### config.mk
export PLATFORM = sky130hd
export DESIGN_NAME = framed_command_parser_responder
export DESIGN_NICKNAME = d
export VERILOG_FILES = /design/src/rtl/fcpr_pkg.sv /design/src/rtl/fcpr_front.sv /design/src/rtl/fcpr_queue.sv /design/src/rtl/fcpr_back.sv /design/src/rtl/framed_command_parser_responder.sv
export VERILOG_INCLUDE_DIRS = /design/src /design/src/rtl
export SDC_FILE = /design/constraint.sdc
export NUM_CORES = 1
export LEC_CHECK = 0
export BUFFER_PORTS_ARGS = -buffer_cell sky130_fd_sc_hd__buf_2
export CAP_MARGIN = 20
export CORE_ASPECT_RATIO = 0.7
export CORE_UTILIZATION = 55
export CTS_CLUSTER_DIAMETER = 30
export DETAILED_ROUTE_END_ITERATION = 10
export PLACE_DENSITY = 0.79
export SLEW_MARGIN = 20
export SYNTH_ARGS = -nofsm -noshare
export SYNTH_HDL_FRONTEND = slang
export SYNTH_SLANG_ARGS = --single-unit
export TNS_END_PERCENT = 20
### constraint.sdc
create_clock -name aclk -period 3.3 [get_ports aclk]
set_input_delay 0.165 -clock aclk [delete_from_list [all_inputs] [get_ports aclk]]
set_output_delay 0.165 -clock aclk [all_outputs]
set_load 0.1 [all_outputs]
### src/rtl/framed_command_parser_responder_defines.svh
// Assertion macros shared by the framed command parser/responder RTL.
// No dependencies; included by modules that carry assertions.
`ifndef FRAMED_COMMAND_PARSER_RESPONDER_DEFINES_SVH
`define FRAMED_COMMAND_PARSER_RESPONDER_DEFINES_SVH

// Same-cycle implication, disabled during reset.
`define FCPR_ASSERT_IMP(label, clk, rstn, ante, cons) \
    label: assert property (@(posedge clk) disable iff (!(rstn)) (ante) |-> (cons)) \
        else $error("%m: check failed");

// Next-cycle implication, disabled during reset.
`define FCPR_ASSERT_NXT(label, clk, rstn, ante, cons) \
    label: assert property (@(posedge clk) disable iff (!(rstn)) (ante) |=> (cons)) \
        else $error("%m: check failed");

`endif

### src/rtl/fcpr_pkg.sv
// Shared types and constants for the framed command parser/responder.
// No dependencies; imported by every module of the block.
package fcpr_pkg;

    localparam int unsigned BYTE_W        = 8;
    localparam int unsigned QUEUE_DEPTH_D = 4;

    localparam logic [BYTE_W-1:0] CH_U     = 8'h55;
    localparam logic [BYTE_W-1:0] CH_N     = 8'h4E;
    localparam logic [BYTE_W-1:0] CH_E     = 8'h45;
    localparam logic [BYTE_W-1:0] CH_R     = 8'h52;
    localparam logic [BYTE_W-1:0] CH_COLON = 8'h3A;
    localparam logic [BYTE_W-1:0] REPLY_LEN = 8'd3;

    // header plus token, the fixed part of every frame checksum
    localparam logic [BYTE_W-1:0] HDR_XOR = CH_U ^ CH_N ^ CH_E ^ CH_R ^ CH_COLON;

    // reply byte positions
    typedef enum logic [3:0] {
        RB_U      = 4'd0,
        RB_N      = 4'd1,
        RB_E      = 4'd2,
        RB_R      = 4'd3,
        RB_LEN    = 4'd4,
        RB_COLON  = 4'd5,
        RB_CMD    = 4'd6,
        RB_STATUS = 4'd7,
        RB_CSUM   = 4'd8
    } reply_idx_t;

    typedef enum logic [2:0] {
        ST_WAIT_U  = 3'd0,
        ST_N       = 3'd1,
        ST_E       = 3'd2,
        ST_R       = 3'd3,
        ST_LEN     = 3'd4,
        ST_TOKEN   = 3'd5,
        ST_PAYLOAD = 3'd6
    } parse_state_t;

    typedef enum logic [1:0] {
        CFG_ALIVE_CMD    = 2'd0,
        CFG_ACK_CODE     = 2'd1,
        CFG_UNKNOWN_CODE = 2'd2
    } cfg_index_t;

    typedef struct packed {
        logic              push;
        logic [BYTE_W-1:0] cmd;
    } cmd_push_t;

    typedef struct packed {
        logic full;
        logic empty;
    } queue_status_t;

    typedef struct packed {
        logic [BYTE_W-1:0] alive_cmd;
        logic [BYTE_W-1:0] ack_code;
        logic [BYTE_W-1:0] unknown_code;
    } cfg_regs_t;

endpackage

### src/rtl/fcpr_front.sv
// Front end: frame parser that takes one received byte per cycle while the queue
// is not full and pushes the command of each frame with a good checksum. Uses fcpr_pkg.
module fcpr_front
    import fcpr_pkg::*;
(
    input  logic              aclk,
    input  logic              aresetn,
    input  logic              s_tvalid,
    output logic              s_tready,
    input  logic [BYTE_W-1:0] s_tdata,   // [7:0] rx_byte
    input  queue_status_t     q_status,
    output cmd_push_t         cmd_push
);

    parse_state_t      state_reg, state_next;
    logic [BYTE_W-1:0] count_reg, count_next;
    logic [BYTE_W-1:0] csum_reg, csum_next;
    logic [BYTE_W-1:0] cmd_reg, cmd_next;
    logic              first_reg, first_next;

    logic              accept;
    logic              frame_ok;
    logic [BYTE_W-1:0] count_dec;

    assign accept    = s_tvalid && s_tready;
    assign count_dec = count_reg - 8'd1;

    // next state
    always_comb begin
        logic mismatch;
        mismatch   = 1'b0;
        state_next = state_reg;
        count_next = count_reg;
        csum_next  = csum_reg;
        cmd_next   = cmd_reg;
        first_next = first_reg;
        frame_ok   = 1'b0;
        if (accept) begin
            case (state_reg)
                ST_WAIT_U: begin
                    if (s_tdata == CH_U) state_next = ST_N;
                end
                ST_N: begin
                    if (s_tdata == CH_N) state_next = ST_E;
                    else mismatch = 1'b1;
                end
                ST_E: begin
                    if (s_tdata == CH_E) state_next = ST_R;
                    else mismatch = 1'b1;
                end
                ST_R: begin
                    if (s_tdata == CH_R) state_next = ST_LEN;
                    else mismatch = 1'b1;
                end
                ST_LEN: begin
                    count_next = s_tdata;
                    state_next = ST_TOKEN;
                end
                ST_TOKEN: begin
                    if (s_tdata == CH_COLON) begin
                        csum_next  = HDR_XOR ^ count_reg;
                        first_next = 1'b1;
                        state_next = ST_PAYLOAD;
                    end else begin
                        mismatch = 1'b1;
                    end
                end
                ST_PAYLOAD: begin
                    if (first_reg) begin
                        cmd_next   = s_tdata;
                        first_next = 1'b0;
                    end
                    count_next = count_dec;
                    if (count_dec != 8'd0) begin
                        csum_next = csum_reg ^ s_tdata;
                    end else begin
                        frame_ok   = (s_tdata == csum_reg);
                        state_next = ST_WAIT_U;
                    end
                end
                default: begin
                    state_next = ST_WAIT_U;
                end
            endcase
            // a bad header or token byte may itself open the next header
            if (mismatch) state_next = (s_tdata == CH_U) ? ST_N : ST_WAIT_U;
        end
    end

    // outputs
    always_comb begin
        s_tready      = !q_status.full;
        cmd_push.push = frame_ok;
        // length one: the checksum byte doubles as the command
        cmd_push.cmd  = first_reg ? s_tdata : cmd_reg;
    end

    always_ff @(posedge aclk) begin
        if (!aresetn) begin
            state_reg <= ST_WAIT_U;
            count_reg <= '0;
            csum_reg  <= '0;
            cmd_reg   <= '0;
            first_reg <= 1'b0;
        end else begin
            state_reg <= state_next;
            count_reg <= count_next;
            csum_reg  <= csum_next;
            cmd_reg   <= cmd_next;
            first_reg <= first_next;
        end
    end

endmodule

### src/rtl/fcpr_queue.sv
// Command queue between the parser and the reply generator.
// Uses fcpr_pkg and the assertion macros header.
`include "framed_command_parser_responder_defines.svh"

module fcpr_queue
    import fcpr_pkg::*;
#(
    parameter int unsigned DEPTH = QUEUE_DEPTH_D
) (
    input  logic              aclk,
    input  logic              aresetn,
    input  cmd_push_t         cmd_push,
    input  logic              pop,
    output logic [BYTE_W-1:0] pop_cmd,
    output queue_status_t     q_status
);

    localparam int unsigned PTR_W = (DEPTH > 1) ? $clog2(DEPTH) : 1;
    localparam int unsigned CNT_W = $clog2(DEPTH + 1);
    localparam logic [PTR_W-1:0] PTR_LAST = PTR_W'(DEPTH - 1);
    localparam logic [CNT_W-1:0] CNT_FULL = CNT_W'(DEPTH);

    logic [BYTE_W-1:0] entry_reg [DEPTH];
    logic [PTR_W-1:0]  wr_ptr_reg, wr_ptr_next;
    logic [PTR_W-1:0]  rd_ptr_reg, rd_ptr_next;
    logic [CNT_W-1:0]  count_reg, count_next;

    logic do_push, do_pop;

    assign do_push = cmd_push.push;
    assign do_pop  = pop;

    assign q_status.full  = (count_reg == CNT_FULL);
    assign q_status.empty = (count_reg == '0);
    assign pop_cmd        = entry_reg[rd_ptr_reg];

    always_comb begin
        wr_ptr_next = wr_ptr_reg;
        rd_ptr_next = rd_ptr_reg;
        count_next  = count_reg;
        if (do_push) wr_ptr_next = (wr_ptr_reg == PTR_LAST) ? '0 : wr_ptr_reg + 1'b1;
        if (do_pop)  rd_ptr_next = (rd_ptr_reg == PTR_LAST) ? '0 : rd_ptr_reg + 1'b1;
        if (do_push && !do_pop)      count_next = count_reg + 1'b1;
        else if (!do_push && do_pop) count_next = count_reg - 1'b1;
    end

    always_ff @(posedge aclk) begin
        if (!aresetn) begin
            wr_ptr_reg <= '0;
            rd_ptr_reg <= '0;
            count_reg  <= '0;
        end else begin
            wr_ptr_reg <= wr_ptr_next;
            rd_ptr_reg <= rd_ptr_next;
            count_reg  <= count_next;
        end
    end

    always_ff @(posedge aclk) begin
        if (do_push) entry_reg[wr_ptr_reg] <= cmd_push.cmd;
    end

    `FCPR_ASSERT_IMP(a_no_push_full, aclk, aresetn, do_push, !q_status.full)
    `FCPR_ASSERT_IMP(a_no_pop_empty, aclk, aresetn, do_pop, !q_status.empty)
    `FCPR_ASSERT_NXT(a_push_fills, aclk, aresetn, do_push && !do_pop, !q_status.empty)
    `FCPR_ASSERT_IMP(a_count_bound, aclk, aresetn, 1'b1, count_reg <= CNT_FULL)

endmodule

### src/rtl/fcpr_back.sv
// Back end: takes one queued command at a time and sends its nine-byte
// reply frame, one byte per accepted output beat. Uses fcpr_pkg.
module fcpr_back
    import fcpr_pkg::*;
(
    input  logic              aclk,
    input  logic              aresetn,
    input  cfg_regs_t         cfg,
    input  queue_status_t     q_status,
    input  logic [BYTE_W-1:0] pop_cmd,
    output logic              pop,
    output logic              m_tvalid,
    input  logic              m_tready,
    output logic [BYTE_W-1:0] m_tdata,   // [7:0] tx_byte
    output logic              m_tlast    // last_byte
);

    logic              active_reg, active_next;
    reply_idx_t        idx_reg, idx_next;
    logic [BYTE_W-1:0] cmd_reg, cmd_next;
    logic [BYTE_W-1:0] status_reg, status_next;
    logic [BYTE_W-1:0] csum_reg, csum_next;

    logic              take;
    logic [BYTE_W-1:0] status_new;

    assign take       = !active_reg || (m_tready && idx_reg == RB_CSUM);
    assign status_new = (pop_cmd == cfg.alive_cmd) ? cfg.ack_code : cfg.unknown_code;

    always_comb begin
        pop         = 1'b0;
        active_next = active_reg;
        idx_next    = idx_reg;
        cmd_next    = cmd_reg;
        status_next = status_reg;
        csum_next   = csum_reg;
        if (take) begin
            if (!q_status.empty) begin
                pop         = 1'b1;
                active_next = 1'b1;
                idx_next    = RB_U;
                cmd_next    = pop_cmd;
                status_next = status_new;
                csum_next   = HDR_XOR ^ REPLY_LEN ^ pop_cmd ^ status_new;
            end else begin
                active_next = 1'b0;
            end
        end else if (m_tready) begin
            idx_next = reply_idx_t'(idx_reg + 4'd1);
        end
    end

    always_comb begin
        case (idx_reg)
            RB_U:      m_tdata = CH_U;
            RB_N:      m_tdata = CH_N;
            RB_E:      m_tdata = CH_E;
            RB_R:      m_tdata = CH_R;
            RB_LEN:    m_tdata = REPLY_LEN;
            RB_COLON:  m_tdata = CH_COLON;
            RB_CMD:    m_tdata = cmd_reg;
            RB_STATUS: m_tdata = status_reg;
            RB_CSUM:   m_tdata = csum_reg;
            default:   m_tdata = csum_reg;
        endcase
        m_tvalid = active_reg;
        m_tlast  = (idx_reg == RB_CSUM);
    end

    always_ff @(posedge aclk) begin
        if (!aresetn) begin
            active_reg <= 1'b0;
            idx_reg    <= RB_U;
        end else begin
            active_reg <= active_next;
            idx_reg    <= idx_next;
        end
    end

    always_ff @(posedge aclk) begin
        cmd_reg    <= cmd_next;
        status_reg <= status_next;
        csum_reg   <= csum_next;
    end

endmodule

### src/rtl/framed_command_parser_responder.sv
// Framed command parser and responder: received bytes enter on s_ at one per
// cycle while the queue is not full and are parsed in the same cycle; a frame
// with a good checksum puts its command into a queue of QUEUE_DEPTH entries,
// and the reply side sends a nine-byte reply for each queued command, one byte
// per beat, the next reply starting right after the previous last byte. With
// the reply side idle, the queue stores the command as the checksum byte is
// taken; the reply side then pops it and registers its first byte. s_tready
// drops only while the queue is full, which happens when replies are drained
// more slowly than frames arrive. Registers are written on the cfg channel,
// always ready; they are meant to change only while no reply is pending.
// Depends on fcpr_pkg and the submodules fcpr_front, fcpr_queue, fcpr_back.
module framed_command_parser_responder
    import fcpr_pkg::*;
#(
    parameter int unsigned QUEUE_DEPTH = QUEUE_DEPTH_D
) (
    input  logic              aclk,
    input  logic              aresetn,
    input  logic              s_tvalid,
    output logic              s_tready,
    input  logic [BYTE_W-1:0] s_tdata,   // [7:0] rx_byte
    output logic              m_tvalid,
    input  logic              m_tready,
    output logic [BYTE_W-1:0] m_tdata,   // [7:0] tx_byte
    output logic              m_tlast,   // last_byte
    input  logic              cfg_valid,
    output logic              cfg_ready,
    input  logic [1:0]        cfg_index,
    input  logic [BYTE_W-1:0] cfg_data
);

    cfg_regs_t         cfg_reg, cfg_next;
    cmd_push_t         cmd_push;
    queue_status_t     q_status;
    logic              pop;
    logic [BYTE_W-1:0] pop_cmd;

    assign cfg_ready = 1'b1;

    always_comb begin
        cfg_next = cfg_reg;
        if (cfg_valid && cfg_ready) begin
            case (cfg_index_t'(cfg_index))
                CFG_ALIVE_CMD:    cfg_next.alive_cmd    = cfg_data;
                CFG_ACK_CODE:     cfg_next.ack_code     = cfg_data;
                CFG_UNKNOWN_CODE: cfg_next.unknown_code = cfg_data;
                default:          cfg_next = cfg_reg;
            endcase
        end
    end

    always_ff @(posedge aclk) begin
        if (!aresetn) begin
            cfg_reg.alive_cmd    <= 8'd240;
            cfg_reg.ack_code     <= 8'd13;
            cfg_reg.unknown_code <= 8'd255;
        end else begin
            cfg_reg <= cfg_next;
        end
    end

    fcpr_front u_front (
        .aclk     (aclk),
        .aresetn  (aresetn),
        .s_tvalid (s_tvalid),
        .s_tready (s_tready),
        .s_tdata  (s_tdata),
        .q_status (q_status),
        .cmd_push (cmd_push)
    );

    fcpr_queue #(
        .DEPTH (QUEUE_DEPTH)
    ) u_queue (
        .aclk     (aclk),
        .aresetn  (aresetn),
        .cmd_push (cmd_push),
        .pop      (pop),
        .pop_cmd  (pop_cmd),
        .q_status (q_status)
    );

    fcpr_back u_back (
        .aclk     (aclk),
        .aresetn  (aresetn),
        .cfg      (cfg_reg),
        .q_status (q_status),
        .pop_cmd  (pop_cmd),
        .pop      (pop),
        .m_tvalid (m_tvalid),
        .m_tready (m_tready),
        .m_tdata  (m_tdata),
        .m_tlast  (m_tlast)
    );

endmodule

### Yosys cells after proc, flatten, opt, wreduce, memory -nomap -nowiden

Memories as Yosys holds them, arrays and structs flattened. A register that Yosys moved wholly into a read port is not among the register bits.
Index checks and enable logic that the tools add are counted.

* register bits after elaboration: 88
* bits of input ports: 23
* memories kept: 1
* RAM bits: 32
* memory bits (read-only): 0
* bits in latches: 0
* output and inout port bits: 12

Memories
* u_queue.entry_reg: words 4, width 8, read ports 1, clocked after memory_dff 1, wr ports 1, RTL line fcpr_queue.sv:23 `logic [BYTE_W-1:0] entry_reg [DEPTH];`

* eq/ne operators: 35
* magnitude comparators: 0
* divide/modulo/power cells: 0
* muxes and demuxes: 40
* multiply operators: 0
* add/subtract/negate cells: 6
* shift operators: 0
* reductions and logical operators: 28
* bitwise logic cells: 5

Operators with widths (number)
* $pmux W8 S8: 1
* $eq A8 B7 Y1 const B: 4
* $mux W8: 4
* $pmux W8 S2: 2
* $mux W3: 9
* $pmux W3 S7: 1
* $eq A4 B3 Y1 const B: 4
* $eq A8 B8 Y1: 2
* $xor A8 B8 Y8: 2
* $ne A3 B1 Y1 const B: 5
* $mux W1: 14
* $reduce_and A2 Y1: 7
* $eq A3 B3 Y1 const B: 4
* $mux W4: 3
* $eq A4 B2 Y1 const B: 2
* $eq A8 B6 Y1 const B: 1
* $mux W2: 4
* $not A4 Y4: 2
* $reduce_bool A2 Y1: 4
* $reduce_bool A8 Y1: 1
* $sub A8 B1 Y8 const B: 1
* $reduce_and A7 Y1: 1
* $eq A2 B2 Y1 const B: 3
* $eq A3 B2 Y1 const B: 2
* 22 further kinds: 31

### Longest topological paths before layout

Gate-level depths: netlist of the first run.

* depth after elaboration: 9
* mapped depth: 12

### Modules after synthesis

A second synthesis of the first run with hierarchy kept.

* cells, all modules: 609
* area, all modules: 6505.0 sq um

By module, submodules not included
* fcpr_front: times used 1, area an instance 1958.1 sq um, cells an instance 246, seq. area each 560.5 sq um
* fcpr_back: times used 1, area an instance 1918.1 sq um, cells an instance 175, seq. area each 820.8 sq um
* fcpr_queue: times used 1, area an instance 1615.3 sq um, cells an instance 86, seq. area each 1141.1 sq um
* framed_command_parser_responder: times used 1, area an instance 1013.5 sq um, cells an instance 102, seq. area each 480.5 sq um

### Least setup slack after synthesis of the first run

No wires, ideal clock.

* kind: register to output
* start: reg u_back.idx_reg[0]
* end: out m_tdata[4]
* buffers on the path: 1
* arrival time: 3245 ps
* cell stages (with the launch flop): 7
* slack: -110 ps
* path through: dfxtp_1 > inv_1 > ha_1 > clkbuf_1 > a22o_1 > nor3_1 > o31ai_1

* longest elaborated chain between the ends: 2
* elaborated cells between the ends (all ways): 9

RTL lines
* start, declared: RTL line fcpr_back.sv:19 `reply_idx_t idx_reg, idx_next;`
* start signal, assigned: RTL line fcpr_back.sv:76 `idx_reg <= idx_next;`
* $eq A4 B3 Y1, or another cell as far along: RTL line fcpr_back.sv:54 `case (idx_reg)`
* $pmux W8 S8 (*): RTL line fcpr_back.sv:54
* end, declared: RTL line framed_command_parser_responder.sv:24 `output logic [BYTE_W-1:0] m_tdata,`

Mark *: on every way between the ends. The rest lies on a longest branch, timed or not.

==> results of run 1 <==
## final timing paths
path / startpoint / to / slack, ns / cells past startpoint
max: u_front.count_reg[0] / u_queue.count_reg[2] / 0.21 / 11
min: cfg_data[5] / cfg_reg[21] / 0.02 / 3
max reg2reg: u_front.count_reg[0] / u_queue.count_reg[2] / 0.21 / 11
min reg2reg: u_front.cmd_reg[5] / u_front.cmd_reg[5] / 0.49 / 2
## layer usage
metal,part of all wire,vias to the layer above,routed length (um),global-route usage
met5,0,-,0,0
met1,0.47,2271,6857,0.3774
met4,0.017,0,253,0.09216
li1,-,2292,-,-
met2,0.43,236,6294,0.3759
met3,0.088,25,1300,0.08309
## power groups by stage
stage	registers (uW)	logic (uW)	clock network, uW
after floorplan	1870	594	0
after global placement	1870	721	0
after detailed placement	1880	746	0
after CTS	1850	748	1850
after global routing	1870	801	1920
final	1850	747	1830
## cells by family (layout without fill, tap and decap cells)
kind of cell,after synthesis,in the layout,synth area share
AO/OA/AOI/OAI,106,106,0.1128
XOR/XNOR,22,22,0.03446
adder cells (fa/ha/maj),13,13,0.02724
buffers and inverters,66,99,0.04447
flip-flops,122,122,0.4808
multiplexers,59,59,0.1068
other,1,1,0.0006004
AND/OR/NAND/NOR,236,236,0.1929
## worst max-delay path, cell delays in order (launching register included)
cell and delay, ns:
dfxtp_1 0.42, ha_1 0.17, or4b_1 0.46, nor3_2 0.26, and2_1 0.19, and3_1 0.25
ha_1 0.21, inv_1 0.06, fa_1 0.38, xor2_1 0.17, or3_1 0.30, a21oi_1 0.14
## synth_stat cells, drive strengths merged, types with 3 or more instances
| master | number | area, um2 |
|---|---|---|
| a211o | 4 | 35.03 |
| a211oi | 11 | 82.58 |
| a21oi | 21 | 105.1 |
| a221oi | 3 | 26.28 |
| a22oi | 5 | 37.54 |
| a2bb2oi | 4 | 35.03 |
| a31oi | 5 | 31.28 |
| and2 | 6 | 37.54 |
| buf | 16 | 90.08 |
| clkbuf | 26 | 97.59 |
| dfxtp | 66 | 1321 |
| edfxtp | 56 | 1682 |
| ha | 12 | 150.1 |
| inv | 24 | 90.09 |
| mux2 | 21 | 236.5 |
| mux2i | 34 | 340.3 |
| mux4 | 4 | 90.09 |
| nand2 | 69 | 259.0 |
| nand2b | 21 | 131.4 |
| nand3 | 19 | 95.09 |
| nand3b | 3 | 22.52 |
| nand4 | 5 | 43.79 |
| nor2 | 52 | 202.7 |
| nor2b | 9 | 56.30 |
| nor3 | 19 | 105.1 |
| nor3b | 7 | 52.55 |
| nor4 | 9 | 56.30 |
| o21ai | 20 | 100.1 |
| o22ai | 13 | 81.33 |
| o31ai | 4 | 30.03 |
| xnor2 | 12 | 127.6 |
| xor2 | 10 | 87.58 |
## per-stage QoR
stage	std cells	setup WS [ns]	total power, uW	util	hold WS, ns
final	811	0.2108	4433	0.6415	0.01753
after detailed placement	779	0.2575	2625	0.5887	0.4282
after CTS	811	0.2091	4447	0.6415	0.003114
after global placement	779	0.3872	2591	0.5887	0.4267
after global routing	811	0.06524	4589	0.6415	0.001824
after floorplan	625	-0.1038	2462	-	0.2890
## layout make-up
type	instances	area share
inverter	24	0.01271
clock inverter	8	0.01288
multi-input combinational	437	0.4204
tap	153	0.02700
sequential	122	0.4236
clock buffer	24	0.06954
timing repair buffer	43	0.03389
==> metrics.txt, run 1 <==
status=complete, no violations; root buf cell=clkbuf_16; min Tclk post-route=slightly above 3 ns; fillers=863; Starting Density=0.5652; register bit count reported by yosys=about 120; synthesized area=6246 um2; initial antenna violation count=1; post-route ant nets=0; largest net degree at the start of global routing=39; Die Width=129.4 um; P&R area growth vs syn=13.50%; PortBufs=33; grt total ovfl=0; Largest register FFs=32; layout cells sized above 1=0.1626; register area share after synthesis=0.4808; peak supply drop=0.6503 mV; most frequent cells in the layout=nand2_1 (69), dfxtp_1 (66), edfxtp_1 (56), nor2_1 (51), mux2i_1 (34); num ports=35; crit-path max FO=5; CTS tree=built; CP startpoint kind=flop; clock-pin slew on the worst setup and hold paths=approximately 0.06 ns; Setup Viol. Count Final=0; vias=4,824; Post-Layout Inst Area=7089 um2; Synthesized Nets=661; Peak Freq=323.7 MHz; chip height=a little over 90 um; sequential group share of total power=0.417; Post-synth EDFFs=56; die area=roughly 12,000 um2; static leakage=between 0.002 and 0.0025 uW; combinational share of power=0.169; switching part of the total=0.2906; Skew-Pair Late Insertion Delay=0.41 ns; drc violations=0; hold_buf cts=0; vias in the first global route=4,491; Synth async-reset ratio=0; Total Wirelength=14.71 mm; Final Hold Vio Count=0; post-DR wirelength/cell=18.13 um; CP Data Arrival Time=3.42 ns; CTS Buf Count=17; final slew viol count=0; initial DRC count=438; Synth Area per Inst=9.994 um2; n_diodes=0; clock share of power=0.414; Warnings, synthesis=0; Hold Path Class=primary input to flop; multi-input gate area in the final layout=~3000 um2; first-pass GRT wire length=23.20 mm; final critical-path share of the clock period=0.9361; commonest non-fill, non-tap cell in the layout=nand2_1; max_slew headroom=0.5028; WP data required=3.64 ns; Core Area=around 11,000 um2; count of different cell masters after synthesis=67; final clock skew=0.006474 ns; PD cells=approximately 630 nW/um2; Mapped Cells=625; number of vias per cell=5.948; Switch Pwr=1288 uW; unrepaired setup endpoints after global routing=false; Initial DRT Pass Iterations=5; Crit Path Class=flop to flop; net count reported at finish=681; Overall Global Routing Usage=0.2646; Max Cap Viol=0; GPL Wtd Cong=0.9041; setup bufs post-CTS=0; Least-Margin Pin Slew=0.7457 ns; Top FF cell, synth=dfxtp_1; Int Power=3145 uW; CTS sink cnt=122; number of H-tree levels=4; Clock Path Buffers=2; Seq. cell area=3003 um2; Worst setup EP type=flop; post-CTS resize count=0; FP Rows=32; DP Area=~6500 um2; final setup TNS=0 ns; Detailed Place HPWL=between 9 and 10 mm
Note: power is estimated with default switching activity, not from simulation.
==> inputs of run 2 (changes only) <==
CELL_PAD_IN_SITES_DETAIL_PLACEMENT = 1   (was default)
CELL_PAD_IN_SITES_GLOBAL_PLACEMENT = 2   (was default)
CORE_UTILIZATION = 36   (was 55)
TNS_END_PERCENT = default   (was 20)
==> run 2 against run 1 <==
Critical path type unchanged. Cell count is 9.5% higher. Largest cell class unchanged. Via count shrank 0.46%. Routed wire length increased by 14%. First-iteration DRC count is 30% lower. Die area rose by 52%. Clock skew increased by 0.0033 ns. Sequential share of layout area is 0.68 points lower. Fmax grew 4.4%. Largest power group unchanged. Combinational power grew 5.9%. Final area increased by 1.6%. Clock power shrank 2%. Clock-buffer cell count shrank 4.
==> metrics.txt, run 2 (same netlist as run 1, synthesis figures left out) <==
status=complete, no violations; CP Data Arrival Time=3.29 ns (-0.13 ns); max_slew headroom=0.4638 (-0.03908); final setup TNS=0 ns (unchanged); largest net degree at the start of global routing=39 (unchanged); static leakage=0.002491 uW (about the same); hold path start=cfg_data[3]; FP Rows=39 (+22%); post-DR wirelength/cell=18.95 um (+4.5%); worst reg2reg path depth=11 (unchanged); fin cells=888 (+9.5%); Starting Density=0.3754 (-0.1899); CTS tree=built; CP max stage delay=0.45 ns (about the same); net count reported at finish=686 (+0.73%); setup bufs post-CTS=0 (unchanged); min Tclk post-route=2.958 ns (-0.1308 ns); Cell Chain, Critical Path=ha_1 > or4b_1 > nor3_2 > and2_1 > and3_1 > ha_1 > inv_1 > fa_1 > xor2_1 > or3_1 > a21oi_1; most frequent cells in the layout=nand2_1 (69), dfxtp_1 (66), edfxtp_1 (56), nor2_1 (51), mux2i_1 (34); reg2reg end=u_queue.count_reg[2]; Largest register FFs=32 (unchanged); CP top delay family=simple AND/OR/NAND/NOR gates; layout cells sized above 1=0.1689 (+0.006315); DP Area=6623 um2 (+1.8%); post-route ant nets=0 (unchanged); WP buf/inv=1 (unchanged); fillers=1,878 (+120%); CTS Buf Count=17 (unchanged); Levels on crit path=11 (unchanged); n_diodes=0 (unchanged); vias=4,802 (-0.46%); Skew-Pair Late Insertion Delay=0.42 ns (about the same); number of vias per cell=5.408 (-9.1%); initial DRC count=307 (-30%); die area=17,890 um2 (+52%); chip height=112.2 um (+23%); Worst setup EP type=flop; P&R area growth vs syn=15.36%; unrepaired setup endpoints after global routing=false; grt total ovfl=0 (unchanged); final clock skew=0.009800 ns (+0.003327 ns); Clock Path Buffers=2 (unchanged); initial antenna violation count=0 (-1); CTS sink cnt=122 (unchanged); PortBufs=33 (unchanged); cell repeated most along the worst path=ha_1; crit-path max FO=5 (unchanged); CP endpoint=u_queue.count_reg[2]; crit path launch=u_front.count_reg[0]; CP startpoint kind=flop; PnR worst setup slack=0.3415 ns (+0.1308 ns); Post-Layout Inst Area=7206 um2 (+1.6%); pre-CTS setup slack=0.2898 ns (+0.03230 ns); Least-Margin Pin Slew=0.8032 ns (+0.05745 ns); Detailed Place HPWL=11.96 mm (+20%); Max Cap Viol=0 (unchanged); Total Wirelength=16.83 mm (+14%); num ports=35 (unchanged); number of H-tree levels=4 (unchanged); Overall Global Routing Usage=0.2017 (-0.06288); cell count after placement=854 (+9.6%); RR Startpoint=u_front.count_reg[0]; Die Width=159.4 um (+23%); Setup Viol. Count Final=0 (unchanged); root buf cell=clkbuf_16; Initial DRT Pass Iterations=4 (-1); multi-input gate area in the final layout=2985 um2 (+0.17%); final critical-path share of the clock period=0.8965 (-0.03962); WP data required=3.64 ns (about the same); clock-pin slew on the worst setup and hold paths=0.06 ns (about the same); drc violations=0 (unchanged); Crit Path Class=flop to flop; final slew viol count=0 (unchanged); Peak Freq=338.0 MHz (+4.4%); PD cells=612.2 nW/um2 (-2.1%); Core Util, Final=0.4330 (-0.2085); Final Hold Vio Count=0 (unchanged); Hold Path Class=primary input to flop; reg2reg setup slack=0.34 ns (+0.13 ns); Seq. cell area=3003 um2 (unchanged); Worst path slowest cell=or4b_1; first-pass GRT wire length=27.62 mm (+19%); Core Area=16,640 um2 (+51%); commonest non-fill, non-tap cell in the layout=nand2_1; GPL Wtd Cong=0.8044 (-11%); peak supply drop=0.3367 mV (-48%); vias in the first global route=4,956 (+10%)
run 2: per-layer routing:
metal  vias to the layer above  wire length, um  share of wire  global-route usage
li1                       2305                -              -                   -
met1                      2388             8734           0.52              0.3013
met5                         -                0              0                   0
met3                        11              784          0.047             0.03474
met4                         0              122         0.0073             0.06154
met2                        98             7183           0.43              0.2956
run 2: cell type report:
class	count	share of cell area
flip-flops and latches	122	0.4167
multi-input cells	437	0.4143
clock buffers	20	0.06060
repair buffers	48	0.03924
well taps	225	0.03907
clock inverters	12	0.01754
inverters	24	0.01250
run 2: worst min path at each step:
stage | to | cells past startpoint
finish | cfg_reg[3] | 3
global route | cfg_reg[3] | 3
CTS | cfg_reg[3] | 3
detailed placement | cfg_reg[23] | 3
global placement | cfg_reg[23] | 3
floorplan | cfg_reg[0] | 2
run 2: power breakdown:
group / internal (uW) / switching, uW
combinational: 228 / 563
sequential: 1740 / 87.5
clock: 1110 / 688
total: 3070 / 1340
run 2: metrics by stage:
stage	total power (uW)	hold WS (ns)
2_1_floorplan	2462	0.2890
3_5_place_dp	2649	0.4236
4_1_cts	4457	0.003778
3_3_place_gp	2632	0.4187
5_1_grt	4601	0.01777
6_report	4411	0.01301
run 2: tightest hold or removal path, delay by kind of cell:
kind,cells,cell delay [ns]
buffers and inverters,1,0.11
and+or+nand+nor,2,0.11
run 2: timing repair:
item,in CTS,in global routing
hold endpoints to repair,3,0
resized for setup,0,0
hold buffers,2,0
==> inputs of run 3 (changes only) <==
MAX_ROUTING_LAYER = met4   (was default)
==> run 3 against run 2 <==
Clock-buffer cell count unchanged. Clock skew is 0.0013 ns lower. Utilization unchanged. Setup slack better by 0.010 ns. Largest cell class unchanged. Largest power group unchanged.
==> metrics.txt, run 3 (same netlist as run 1, synthesis figures left out) <==
commonest non-fill, non-tap cell in the layout=nand2_1; die area=17,890 um2 (unchanged); RR Startpoint=u_front.count_reg[0]; layout cells sized above 1=0.1689 (unchanged); status=complete, no violations; final clock skew=0.008548 ns (-0.001252 ns); Final Power=4411 uW (about the same); Clock Path Buffers=2 (unchanged); Crit Path Class=flop to flop; final setup TNS=0 ns (unchanged); Initial DRT Pass Iterations=4 (unchanged); Overall Global Routing Usage=0.2082 (+0.006481); crit-path max FO=5 (unchanged); WP data required=3.63 ns (about the same); CTS tree=built; Max Cap Viol=0 (unchanged); Setup Viol. Count Final=0 (unchanged); clock-pin slew on the worst setup and hold paths=0.05 ns (about the same); pre-CTS setup slack=0.2898 ns (unchanged); worst reg2reg path depth=11 (unchanged); CTS sink cnt=122 (unchanged); final slew viol count=0 (unchanged); Largest register FFs=32 (unchanged); Least-Margin Pin Slew=0.7866 ns (-0.01661 ns); first-pass GRT wire length=27.66 mm (+0.13%); CP startpoint kind=flop; Starting Density=0.3754 (unchanged); Worst setup EP type=flop; vias=4,783 (-0.40%); crit path launch=u_front.count_reg[0]; GPL Wtd Cong=0.8161 (+1.5%); initial DRC count=320 (+4.2%); Core Area=16,640 um2 (unchanged); largest net degree at the start of global routing=39 (unchanged); PnR worst setup slack=0.3517 ns (+0.01021 ns); grt total ovfl=0 (unchanged); post-CTS resize count=0 (unchanged); post-route ant nets=0 (unchanged); Die Width=159.4 um (unchanged); net count reported at finish=686 (unchanged); PD cells=612.1 nW/um2 (about the same); fillers=1,878 (unchanged); number of H-tree levels=4 (unchanged); chip height=112.2 um (unchanged); CP Data Arrival Time=3.28 ns (about the same); peak supply drop=0.3371 mV (+0.12%); num ports=35 (unchanged); PortBufs=33 (unchanged); P&R area growth vs syn=15.36% (unchanged); CP endpoint=u_queue.count_reg[2]; Final Hold Vio Count=0 (unchanged); setup bufs post-CTS=0 (unchanged); reg2reg end=u_queue.count_reg[2]; vias in the first global route=4,950 (-0.12%); Peak Freq=339.2 MHz (+0.35%); Hold Path Class=primary input to flop; most frequent cells in the layout=nand2_1 (69), dfxtp_1 (66), edfxtp_1 (56), nor2_1 (51), mux2i_1 (34); wire length on met2=7.182 mm (about the same); final critical-path share of the clock period=0.8934 (-0.003095); top sig layer=met4; post-DR wirelength/cell=18.96 um (about the same); Detailed Place HPWL=11.96 mm (unchanged); reg2reg setup slack=0.35 ns (about the same); static leakage=0.002491 uW (unchanged); number of vias per cell=5.386 (-0.40%); FP Rows=39 (unchanged); Skew-Pair Late Insertion Delay=0.41 ns (about the same); initial antenna violation count=0 (unchanged); Core Util, Final=0.4330 (unchanged); CTS Buf Count=17 (unchanged); max_slew headroom=0.4749 (+0.01109); met3 wire len=462 um (-41%); WL met1=9.048 mm (+3.6%); Total Wirelength=16.84 mm (about the same); unrepaired setup endpoints after global routing=false; drc violations=0 (unchanged); hold_buf cts=2 (unchanged); root buf cell=clkbuf_16; n_diodes=0 (unchanged); min Tclk post-route=2.948 ns (-0.01021 ns)
-- run 3: cell counts in the layout (fill, tap and decap cells not counted) --
Identical to the previous run, type by type.
-- run 3: metrics by stage --
stage | hold WS (ns) | cells | area (um2)
finish | 0.01625 | 888 | 7206
global route | 0.01923 | 888 | 7206
CTS | 0.003778 | 888 | 7206
detailed placement | 0.4236 | 854 | 6623
global placement | 0.4187 | 854 | 6623
floorplan | 0.2890 | 625 | 6260
-- run 3: critical path: stages, from the launching register on --
cell	delay, ns
dfxtp_1	0.41
ha_1	0.17
or4b_1	0.45
nor3_2	0.20
and2_1	0.16
and3_1	0.23
ha_1	0.21
inv_1	0.06
fa_1	0.38
xor2_1	0.18
or3_1	0.30
a21oi_1	0.13
-- run 3: worst min-delay path by stage --
stage          slack, ns        start     endpoint  depth (start not counted)
2_1_floorplan       0.29  cfg_data[0]   cfg_reg[0]                          2
3_3_place_gp        0.42  cfg_data[7]  cfg_reg[23]                          3
3_5_place_dp        0.42  cfg_data[7]  cfg_reg[23]                          3
4_1_cts            0.004  cfg_data[3]   cfg_reg[3]                          3
5_1_grt             0.02  cfg_data[3]   cfg_reg[3]                          3
6_report            0.02  cfg_data[3]   cfg_reg[3]                          3
-- run 3: cell type report --
type                       instances  area (um2)  share of cell area
tap                              225       281.5             0.03907
multi-input combinational        437        2985              0.4143
clock buffer                      20       436.7             0.06060
clock inverter                    12       126.4             0.01754
inverter                          24       90.09             0.01250
timing repair buffer              48       282.8             0.03924
sequential                       122        3003              0.4167
-- run 3: metal layers --
metal / up-vias / global-route usage
li1: 2307 / -
met1: 2391 / 0.3034
met2: 72 / 0.2944
met3: 13 / 0.03363
met4: 0 / 0.06154
met5: - / -
-- run 3: power by group --
group	internal [uW]	leakage (uW)	switching [uW]
sequential	1740	0.000939	87.9
clock	1110	0.000264	686
combinational	228	0.00129	564
